===== src/rtl/kti_pkg.sv =====
// kti_pkg: widths, constants and shared types of the k-space trajectory integrator
// no dependencies; imported by every module of the block
`timescale 1ns / 1ps
`default_nettype none

package kti_pkg;

  localparam int GRAD_W      = 24;
  localparam int IDX_W       = 20;
  localparam int TS_W        = 16;
  localparam int ACC_W       = 40;
  localparam int SCALE_SHIFT = 8;
  localparam int Q_W         = ACC_W - SCALE_SHIFT;
  localparam int SQ_W        = 2 * Q_W;
  localparam int ROOT_W      = Q_W;
  localparam int MAG_W       = 33;
  localparam int AXES        = 3;
  localparam int AXIS_W      = 2;

  localparam logic [TS_W-1:0] TS_RESET = TS_W'(160);

  // power of two so the pointers wrap on their own
  localparam int QUEUE_DEPTH = 4;
  localparam int QUEUE_PTR_W = $clog2(QUEUE_DEPTH);
  localparam int QUEUE_CNT_W = QUEUE_PTR_W + 1;

  // one classified item as it sits in the queue
  typedef struct packed {
    logic [AXES-1:0][GRAD_W-1:0] grad;
    logic                        restart;
    logic                        clear;
    logic                        negate;
    logic                        wopen;
    logic                        wclose;
  } item_t;

  typedef struct packed {
    logic            start;
    logic [SQ_W-1:0] radicand;
  } sqrt_req_t;

  typedef struct packed {
    logic              done;
    logic [ROOT_W-1:0] root;
  } sqrt_rsp_t;

endpackage

`default_nettype wire


===== src/rtl/kti_queue.sv =====
// kti_queue: short fifo of classified items between front and back
// uses kti_pkg
`timescale 1ns / 1ps
`default_nettype none

module kti_queue (
  input  wire logic    clk,
  input  wire logic    rst,
  input  wire logic    push,
  input  wire kti_pkg::item_t push_item,
  input  wire logic    pop,
  output kti_pkg::item_t head,
  output logic         full,
  output logic         empty
);
  import kti_pkg::*;

  item_t                  entries [QUEUE_DEPTH];
  logic [QUEUE_PTR_W-1:0] wr_ptr;
  logic [QUEUE_PTR_W-1:0] rd_ptr;
  logic [QUEUE_CNT_W-1:0] count;

  assign full  = (count == QUEUE_CNT_W'(QUEUE_DEPTH));
  assign empty = (count == '0);
  assign head  = entries[rd_ptr];

  always_ff @(posedge clk) begin
    if (push) begin
      entries[wr_ptr] <= push_item;
    end
  end

  always_ff @(posedge clk) begin
    if (rst) begin
      wr_ptr <= '0;
      rd_ptr <= '0;
      count  <= '0;
    end else begin
      if (push) wr_ptr <= wr_ptr + QUEUE_PTR_W'(1);
      if (pop)  rd_ptr <= rd_ptr + QUEUE_PTR_W'(1);
      if (push && !pop)      count <= count + QUEUE_CNT_W'(1);
      else if (pop && !push) count <= count - QUEUE_CNT_W'(1);
    end
  end

endmodule

`default_nettype wire


===== config.mk =====
export PLATFORM = sky130hd
export DESIGN_NAME = kti_queue
export DESIGN_NICKNAME = d
export VERILOG_FILES = /design/src/rtl/kti_pkg.sv /design/src/rtl/kti_queue.sv
export SDC_FILE = /design/constraint.sdc
export NUM_CORES = 1
export LEC_CHECK = 0
export ABC_AREA = 1
export CAP_MARGIN = 10
export CELL_PAD_IN_SITES_DETAIL_PLACEMENT = 1
export CELL_PAD_IN_SITES_GLOBAL_PLACEMENT = 2
export CORE_MARGIN = 2
export CORE_UTILIZATION = 27
export CTS_BUF_LIST = sky130_fd_sc_hd__clkbuf_2
export CTS_CLUSTER_SIZE = 20
export DETAILED_ROUTE_END_ITERATION = 8
export DONT_BUFFER_PORTS = 1
export GPL_TIMING_DRIVEN = 0
export PLACE_DENSITY_LB_ADDON = 0.1
export REMOVE_ABC_BUFFERS = 1
export SLEW_MARGIN = 20
export SYNTH_ARGS = -nofsm -noshare
export SYNTH_HDL_FRONTEND = slang
export SYNTH_SLANG_ARGS = --single-unit

===== constraint.sdc =====
create_clock -name clk -period 2.5 [get_ports clk]
set_input_delay 0.375 -clock clk [delete_from_list [all_inputs] [get_ports clk]]
set_output_delay 0.375 -clock clk [all_outputs]
set_load 0.01 [all_outputs]

==> After elaboration in Yosys (flattened, before gate mapping) <==
Memories as Yosys holds them, arrays and structs flattened. A register that Yosys moved wholly into a read port is not among the register bits.
Index checks and enable logic that the tools add are counted.
{ "op_classes": {"addsub": 4, "eq_ne": 1, "mux": 6, "n_reduce_logical": 6} }
{ "ops": {"columns": ["cell", "n"], "rows": [
  ["3-bit 2-to-1 mux", 2],
  ["2-bit by 1-bit adder with 2-bit output, second input constant", 2],
  ["2-bit 2-to-1 mux", 2],
  ["3-bit by 1-bit adder with 3-bit output, second input constant", 1],
  ["3-bit == test, second input constant", 1],
  ["3-bit logical NOT", 1],
  ["3-bit by 1-bit subtractor with 3-bit output, second input constant", 1],
  ["1-bit logical AND", 2],
  ["1-bit logical NOT", 2],
  ["1-bit 2-to-1 mux", 2],
  ["2-bit nonzero test", 1]
]} }
{ "totals": {"regBits": 7, "ram_bits": 308, "input_bits": 81, "output_inout_bits": 79, "memories": 1} }
{ "memory_table": {"columns": ["memory", "words", "word_bits", "rd", "rd_clocked_by_memory_dff", "write_ports", "line", "text"], "rows": [
  ["entries", 4, 77, 1, 1, 1, "kti_queue.sv:18", "item_t entries [QUEUE_DEPTH];"]
]} }

==> Longest topological paths before layout <==
Gate-level depths: netlist of run 1.
{ "logic_depth": {"ltp_word": 4, "mapped_depth": 10} }

==> Worst setup path before layout of run 1 <==
Ideal clock, no wire load.
{ "synth_timing": {"path_type": "register to register", "startpoint": "register wr_ptr[0]", "endpoint": "memory entries[2][0] in the netlist's numbering, enable pin", "arrival_time_ns": 2.081, "setup_slack_ns": -0.012, "stages_incl_launch_ff": 5, "n_path_buf": 0, "path_cell_list": "dfxtp_1 > inv_1 > ha_1 > nand2_1 > inv_1"} }
{ "synth_lines": {"columns": ["item", "line", "text"], "rows": [
  ["start, declared", "kti_queue.sv:19", "logic [QUEUE_PTR_W-1:0] wr_ptr;"],
  ["start signal, assigned", "kti_queue.sv:39", "if (push) wr_ptr <= wr_ptr + QUEUE_PTR_W'(1);"],
  ["end, declared", "kti_queue.sv:18", null]
]} }
No word-level cell before the write port.

==> results.tsv, run 1 <==
stage	metric	value	unit
routing	viasPerCell	4.72	
place	hpwl	16.8	mm
global_route	grt_pass1_wl	58.3	mm
place	place_congestion	0.687	
routing	drc	0	
floorplanning	pin_count	160	
worst_setup_path	arrival	2.19	ns
timing	finalHoldViolCount	0	
clock_network	clock-sinks	317	
timing	post-route-worst-setup-slack	-0.0601	ns
timing	tightest_slew	0.511	ns
synthesis	synth_flop_cell	edfxtp_1	
worst_setup_path	worstPathRequired	2.12	ns
final_layout	ff_latch_area	9440	sq um
synthesis	synthCells	802	
clock_network	root_buffer	clkbuf_2	
power_and_ir_drop	power_leakage	5.76	nW
power_and_ir_drop	p_total	11.7	mW
place	post-place-ws	-0.108	ns
global_route	grt_pass1_vias	8996	
synthesis	yosys.area.top_type_share	78.0	%
final_layout	layout.cell_area.non_filler	16800	sq um
global_route	grt_max_degree	52	
timing	slew_headroom	65.6	%
global_route	antenna_found_initial	2	
run_status	status	finished, violations left	
synthesis	yosys_warnings	0	
synthesis	syn_area	11900	sq um
clock_network	numCtsBuffers	88	
flow_run	maxCapViolCount	0	
routing	avgRoutedWirePerCell	24.2	um
synthesis	yosysMostFrequentCell	edfxtp_1	
timing	fin_crit	2.56	ns
floorplanning	fp.dieArea	45600	sq um
synthesis	synth_area_leaders	edfxtp_1 (78%), o21ai_0 (6.5%), nor2_1 (5.1%)	
worst_setup_path	worstPathMaxFanout	6	
floorplanning	initial_core_util	27.5	%
worst_setup_path	cp-start-kind	register	
timing	drv_slew	0	
global_route	grt_usage	18.1	%
routing	first_pass_iters	4	
worst_setup_path	cp_slowest_cell	dfxtp_4	
clock_network	tritoncts	yes	
final_layout	finalNetCount	1136	
place	dpl_cell_area	12500	sq um
timing	setup_viol	40	
synthesis	ys_ff_latch	317	
timing	rsz0062_at_grt	true	
floorplanning	die-width	214	um
place	port-buffer-count	0	
floorplanning	rows	76	
worst_setup_path	path_cells	buf_16 > clkinv_16 > buf_12 > clkbuf_16 > o21ai_1 > o22ai_2	
worst_setup_path	reg2reg_slack	0.69	ns
routing	finalWirelength	41.1	mm
final_layout	multiInputGateArea	2930	sq um
worst_setup_path	endpoint_kind	primary output	
synthesis	synth-edff-count	308	
clock_network	htreeDepth	3	
final_layout	stdcell_count	1697	
synthesis	yosysTopAreaCell	edfxtp_1	
synthesis	ys_async_sr_fraction	0	%
power_and_ir_drop	vdd_drop_max	0.299	mV
run_status	violations	negative setup slack	
worst_setup_path	crit_family	buffers and inverters	
routing	via_count	8014	
worst_setup_path	critical_path_class	reg -> out	
worst_setup_path	crit_buf_inv	4	
timing	fin_crit_sh	102	%
synthesis	synth_top_cells_by_count	edfxtp_1 (308), nor2_1 (160), o21ai_0 (154), o22ai_1 (76), inv_1 (15)	
timing	fmax	391	MHz
clock_network	clk_pin_slew	0.09	ns
clock_network	clock_path_buffers	3	
final_layout	synthToLayoutAreaGrowth	41.3	%
floorplanning	coreArea	43200	sq um
synthesis	syn_avg_cell_area	14.8	sq um
synthesis	synthDistinctLibCells	25	
synthesis	ys_seq_area_share	79.5	%
final_layout	nFillCells	4468	
clock_network	clk_latency	0.99	ns
place	placed_cells	1346	
worst_setup_path	cpPeakStageDelay	0.41	ns
timing	finClkSkew	0.0309	ns
global_route	grt.overflow.total	0	
routing	drt_iter0_drc	355	
routing	drt.antenna.violating_nets	0	
floorplanning	die_y	214	um
final_layout	drive_gt1_share	30.5	%
hold_path	hold_path.class	in -> reg	
power_and_ir_drop	powerDensity	696	nW/um^2
metal layers:
layer | routed length, um | GRT usage, % | vias to the layer above
li1 | - | - | 3587
met1 | 17000 | 21.7 | 4173
met2 | 21100 | 31.3 | 214
met3 | 2270 | 4.54 | 40
met4 | 731 | 6.63 | 0
met5 | 0 | 0 | -
metrics by stage:
stage / hold slack [ns] / utilization (%) / TNS (ns)
global route: -0.00250 / 38.8 / -15.07
finish: 0.117 / 38.8 / -0.875
global placement: 0.424 / 28.4 / -896.23
floorplan: 0.412 / - / -137.61
CTS: 0.00118 / 37.5 / -14.04
detailed placement: 0.424 / 29.0 / -0.534
power by group:
group / total, mW / internal, mW / switching (mW) / leakage [nW]
clock network: 3.78 / 1.64 / 2.14 / 0.615
logic: 1.75 / 0.701 / 1.05 / 2.24
registers: 6.14 / 6.06 / 0.0771 / 2.90
total: 11.7 / 8.41 / 3.26 / 5.76
path summary, 6_finish.rpt:
path,startpoint,endpoint,cells after the start
worst min register to register,rd_ptr[1],rd_ptr[1],1
worst max register to register,wr_ptr[0],entries[0][63],5
worst max-delay path,register,head[57],6
worst min-delay path,push_item[25],entries[2][25],1
registers in the layout (all words and copies together), names as in the netlist, named ones only:
signal	flops
entries	308
rd_ptr	2
wr_ptr	2
count	3
worst reg2reg max path: stages (launching register included):
cell and delay (ns):
dfxtp_1 0.34, inv_1 0.12, ha_1 0.16, nand2_1 0.11, inv_6 0.32, buf_16 0.38
layout make-up:
type | count | share of cell area (%)
sequential | 317 | 56.3
multi-input combinational | 419 | 17.4
timing repair buffer | 201 | 15.8
tap | 585 | 4.37
clock buffer | 125 | 3.73
clock inverter | 26 | 1.07
inverter | 17 | 0.754
timing repair inverter | 5 | 0.463
antenna | 2 | 0.0299
timing repair:
item,4_1_cts,5_1_grt
cloned,20,8
setup buffers,24,2
hold endpoints to repair,422,0
setup endpoints to repair,77,77
resized for setup,192,121
pin swaps,39,36
hold buffers,144,0
cell families after synthesis:
group	count (synthesis)	synth area share, %
compound gates	239	10.9
xor+xnor	1	0.0739
fa+ha+maj	6	0.696
buf+inv	66	3.26
flops	317	79.5
simple gates	173	5.53
cell usage in the layout, fill, tap and decap left out, types with 2 or more instances in the layout:
cell           instances
ha_1                   5
o21ai_2               25
diode_2                2
inv_1                 11
inv_6                  6
inv_16                 4
nor2_4                12
o21ai_0               53
o22ai_2               61
edfxtp_1             308
dfxtp_1                7
buf_4                  8
buf_6                  3
o21ai_4                6
clkbuf_2             125
a21oi_1                3
buf_16                24
dfxtp_4                2
clkbuf_16              7
dlygate4sd3_1        144
nor2_1               135
nand2_1                9
buf_12                12
bufinv_16              3
o22ai_4               16
clkinv_1              16
o21ai_1               75
clkinv_2               3
nor2_2                13
inv_2                  4
nor3_1                 2
buf_8                  3
No activity file was read; power rests on OpenSTA's default activity.
==> run 2: changes to the inputs <==
Settings changed: CORE_UTILIZATION 27 to 42.
==> run 2 against run 1 <==
The flow now finishes without violations. Via count decreased by 6.9%. Critical path type unchanged. Non-clock buffer count fell by 93. Total power fell by 8.4%. First-iteration DRC count increased by 7.9%. Die area down 35%. Largest power group unchanged. Largest cell class unchanged.
==> results.tsv, run 2 (synthesis gave the netlist of run 1 again) <==
stage	metric	value	unit
run_status	status	complete, no violations	
place	hpwl	14.4	mm
routing	avgRoutedWirePerCell	23.7	um
final_layout	largest_registers	entries: 308 flops, count: 3 flops	
worst_setup_path	worstPathMaxFanout	38	
clock_network	clock-sinks	317	
floorplanning	die_y	172	um
worst_setup_path	r2r-start	wr_ptr[0]	
hold_path	worstHoldEndpoint	entries[3][43]	
timing	setup_viol	0	
final_layout	regMostFlops	entries	
timing	finalHoldViolCount	0	
global_route	grt.overflow.total	0	
worst_setup_path	cp_slowest_cell	dfxtp_4	
worst_setup_path	cpPeakStageDelay	0.40	ns
timing	timing.setup.tns	0	ns
global_route	antenna_found_initial	3	
worst_setup_path	reg2reg_slack	0.73	ns
floorplanning	coreArea	27800	sq um
routing	drt.antenna.violating_nets	0	
timing	finClkSkew	0.0875	ns
clock_network	root_buffer	clkbuf_2	
power_and_ir_drop	power_leakage	5.06	nW
clock_network	clk_latency	0.84	ns
worst_setup_path	cp-start-kind	register	
routing	drc	0	
final_layout	multiInputGateArea	2530	sq um
floorplanning	fp.dieArea	29600	sq um
power_and_ir_drop	powerDensity	724	nW/um^2
final_layout	layout.cell_area.non_filler	14800	sq um
timing	rsz0062_at_grt	true	
timing	fin_crit	2.40	ns
global_route	grt_usage	22.2	%
clock_network	htreeDepth	3	
hold_path	hold_path.class	in -> reg	
timing	tightest_slew	0.524	ns
timing	fin_crit_sh	95.8	%
final_layout	synthToLayoutAreaGrowth	24.4	%
final_layout	largest_reg_flops	308	
worst_setup_path	ff2ff_path_depth	5	
worst_setup_path	critical_path_depth	5	
floorplanning	die-width	172	um
global_route	grt_pass1_wl	47.5	mm
hold_path	hold_start	push_item[43]	
flow_run	maxCapViolCount	0	
final_layout	ff_latch_area	9440	sq um
worst_setup_path	critical_path_class	reg -> out	
routing	first_pass_iters	4	
floorplanning	pin_count	160	
final_layout	drive_gt1_share	23.5	%
worst_setup_path	rr_endpoint	entries[0][3]	
place	place_congestion	0.671	
clock_network	clock_path_buffers	3	
worst_setup_path	crit_family	buffers and inverters	
timing	drv_slew	0	
timing	slew_headroom	64.8	%
place	dpl_cell_area	12200	sq um
timing	post-route-worst-setup-slack	0.105	ns
worst_setup_path	worstPathRequired	2.12	ns
routing	finalWirelength	32.7	mm
timing	fmax	417	MHz
worst_setup_path	cpMostUsedCell	buf_16	
power_and_ir_drop	vdd_drop_max	0.365	mV
hold_path	whs_path_depth	1	
final_layout	finalNetCount	1034	
final_layout	fin_util	53.1	%
worst_setup_path	arrival	2.02	ns
routing	drt_iter0_drc	383	
final_layout	final_common_cell	edfxtp_1	
worst_setup_path	crit_buf_inv	3	
place	port-buffer-count	0	
clock_network	numCtsBuffers	78	
clock_network	tritoncts	yes	
routing	viasPerCell	5.41	
worst_setup_path	path_cells	buf_16 > buf_16 > inv_16 > o21ai_0 > o22ai_2	
final_layout	mostFrequentLayoutCells	edfxtp_1 (308), nor2_1 (160), clkbuf_2 (109)	
place	post-place-ws	-0.436	ns
global_route	grt_pass1_vias	8162	
floorplanning	rows	61	
routing	via_count	7463	
global_route	grt_max_degree	52	
worst_setup_path	endpoint_kind	primary output	
final_layout	nFillCells	2711	
clock_network	clk_pin_slew	0.12	ns
floorplanning	initial_core_util	42.7	%
timing	hold-worst-slack	0.243	ns
run 2: worst max path at each step:
stage / startpoint / slack [ns] / end
global placement: register / -4.59 / head[31]
finish: register / 0.10 / head[76]
detailed placement: register / -0.44 / head[31]
global route: register / -0.05 / head[61]
floorplan: register / -1.81 / head[33]
CTS: register / -0.002 / head[25]
run 2: metrics by stage:
step | power [mW] | std cells
after floorplan | 6.78 | 753
after global placement | 7.04 | 1131
after detailed placement | 7.10 | 1139
after CTS | 10.9 | 1377
after global routing | 11.2 | 1380
final | 10.7 | 1380
run 2: repair_timing:
item	4_1_cts	5_1_grt
setup endpoints to repair	77	71
endpoints found under the hold margin	400	0
gates cloned	13	1
gates resized for setup	136	45
pin swaps	15	17
setup buffers	12	0
hold buffers	81	0
run 2: final cells by class:
type,count,share of cell area (%)
Clock buffer,109,3.70
Tap cell,378,3.21
Clock inverter,23,0.874
Inverter,17,0.789
Timing Repair inverter,6,0.712
Multi-Input combinational cell,419,17.2
Sequential cell,317,64.0
Timing Repair Buffer,108,9.53
Antenna cell,3,0.0509
run 2: metal layers:
metal	wire (um)	global-route usage [%]	vias up
met5	0	0	-
met4	708	8.07	0
met3	1900	6.55	62
met2	17200	40.2	202
met1	12900	24.8	3820
li1	-	-	3379
run 2: report_power, final:
group	leakage, nW	internal (mW)	switching, mW
Sequential	2.90	6.06	0.0675
Combinational	1.65	0.465	0.864
Clock	0.508	1.28	1.95
Total	5.06	7.80	2.88
==> run 3: changes to the inputs <==
Settings changed: CTS_BUF_LIST sky130_fd_sc_hd__clkbuf_2 to sky130_fd_sc_hd__clkbuf_4 sky130_fd_sc_hd__clkbuf_8.
==> run 3 against run 2 <==
Via count down 5.7%. Final cell count shrank 4.8%. Fmax grew 0.26%. Critical path depth is the same. Register-to-register slack about the same. Utilization decreased by 1.4 points. Cell area fell by 2.6%.
==> results.tsv, run 3 (synthesis gave the netlist of run 1 again) <==
stage	metric	value	unit
clock_network	root_buffer	clkbuf_8	
worst_setup_path	reg2reg_slack	0.74	ns
power_and_ir_drop	powerDensity	794	nW/um^2
place	dpl_cell_area	12200	sq um
global_route	grt.overflow.total	0	
timing	rsz0062_at_grt	true	
final_layout	finalNetCount	988	
clock_network	clock-sinks	317	
global_route	antenna_found_initial	0	
clock_network	numCtsBuffers	51	
clock_network	clock_path_buffers	3	
worst_setup_path	crit_family	buffers and inverters	
clock_network	clk_pin_slew	0.06	ns
timing	setup_viol	0	
worst_setup_path	worstPathMaxFanout	77	
worst_setup_path	cp-start-kind	register	
timing	tightest_slew	0.508	ns
floorplanning	initial_core_util	42.7	%
hold_path	hold_start	pop	
routing	viasPerCell	5.35	
worst_setup_path	arrival	2.01	ns
floorplanning	die_y	172	um
timing	fin_crit	2.39	ns
power_and_ir_drop	p_total	11.4	mW
routing	avgRoutedWirePerCell	22.3	um
final_layout	stdcell_count	1314	
place	place_congestion	0.671	
final_layout	largest_reg_flops	308	
worst_setup_path	r2r-start	wr_ptr[0]	
floorplanning	die-width	172	um
flow_run	maxCapViolCount	0	
clock_network	htreeDepth	2	
routing	first_pass_iters	4	
routing	drc	0	
place	placed_cells	1139	
timing	drv_slew	0	
worst_setup_path	cpPeakStageDelay	0.37	ns
final_layout	final_common_cell	edfxtp_1	
timing	post-route-worst-setup-slack	0.111	ns
hold_path	hold_path.class	in -> reg	
worst_setup_path	worstPathRequired	2.12	ns
worst_setup_path	path_cells	buf_16 > buf_16 > inv_16 > o21ai_0 > o22ai_2	
final_layout	mostFrequentLayoutCells	edfxtp_1 (308), nor2_1 (160), o21ai_0 (154)	
timing	finalHoldViolCount	0	
global_route	grt_pass1_wl	43.7	mm
worst_setup_path	cpMostUsedCell	buf_16	
worst_setup_path	cp_slowest_cell	dfxtp_4	
place	hpwl	14.4	mm
timing	slew_headroom	65.9	%
clock_network	clk_latency	0.56	ns
timing	finClkSkew	0.0101	ns
worst_setup_path	crit_buf_inv	3	
timing	fin_crit_sh	95.6	%
final_layout	drive_gt1_share	14.0	%
power_and_ir_drop	power_leakage	4.79	nW
final_layout	largest_registers	entries: 308 flops, count: 3 flops	
final_layout	regMostFlops	entries	
floorplanning	fp.dieArea	29600	sq um
final_layout	fin_util	51.7	%
place	post-place-ws	-0.436	ns
power_and_ir_drop	vdd_drop_max	0.467	mV
routing	drt_iter0_drc	379	
final_layout	synthToLayoutAreaGrowth	21.1	%
worst_setup_path	endpoint_kind	primary output	
routing	finalWirelength	29.3	mm
timing	timing.setup.tns	0	ns
routing	drt.antenna.violating_nets	0	
worst_setup_path	critical_path_class	reg -> out	
global_route	grt_max_degree	78	
run_status	status	complete, no violations	
timing	fmax	419	MHz
clock_network	tritoncts	yes	
floorplanning	coreArea	27800	sq um
routing	via_count	7035	
global_route	grt_usage	19.9	%
global_route	grt_pass1_vias	7720	
final_layout	layout.cell_area.non_filler	14400	sq um
place	port-buffer-count	0	
timing	hold-worst-slack	0.0545	ns
final_layout	diodes	0	
floorplanning	rows	61	
floorplanning	pin_count	160	
==> run 3: cell count changes in the layout (fill, tap and decap cells not counted), moves of 5 or more <==
cell / previous run / this run
clkbuf_2: 109 / 0
o21ai_0: 84 / 154
o21ai_1: 74 / 5
clkbuf_8: 0 / 53
o22ai_1: 0 / 47
o22ai_2: 76 / 30
clkbuf_4: 0 / 17
clkinv_1: 16 / 10
buf_16: 12 / 7
==> run 3: layer usage <==
metal | track usage (%) | wire length, um | vias up
met2 | 36.5 | 15300 | 184
met1 | 22.4 | 11600 | 3579
li1 | - | - | 3223
met3 | 5.56 | 1780 | 49
met5 | 0 | 0 | -
met4 | 6.58 | 576 | 0
==> run 3: tightest hold or removal path: stages <==
cell	delay (ns)
nand2_1	0.03
inv_1	0.10
nor2_1	0.06
==> run 3: path summary, 6_finish.rpt <==
path                          to  cells after the start
setup / recovery        head[13]                      5
hold / removal          register                      3
setup reg to reg  entries[0][28]                      5
hold reg to reg         register                      1
==> run 3: where the power goes <==
part	leakage [nW]	total, mW	switching (mW)	internal [mW]
Clock	0.516	4.18	1.88	2.30
Sequential	2.90	6.14	0.0687	6.07
Combinational	1.37	1.09	0.742	0.345
Total	4.79	11.4	2.69	8.72
==> run 3: what timing repair did <==
item,CTS,global route
resized for setup,21,19
gates cloned,3,0
buffers inserted,4,0
hold buffers,80,0
endpoints found under the hold margin,312,0
setup endpoints to repair,77,28
==> run 3: final cells by class <==
| cell class | instances | area, sq um |
|---|---|---|
| multi-input cells | 419 | 2230 |
| repair inverters | 1 | 20.0 |
| flip-flops and latches | 317 | 9440 |
| well taps | 378 | 473 |
| clock inverters | 18 | 103 |
| repair buffers | 94 | 1140 |
| fillers | 2673 | 13400 |
| clock buffers | 70 | 857 |
| inverters | 17 | 113 |
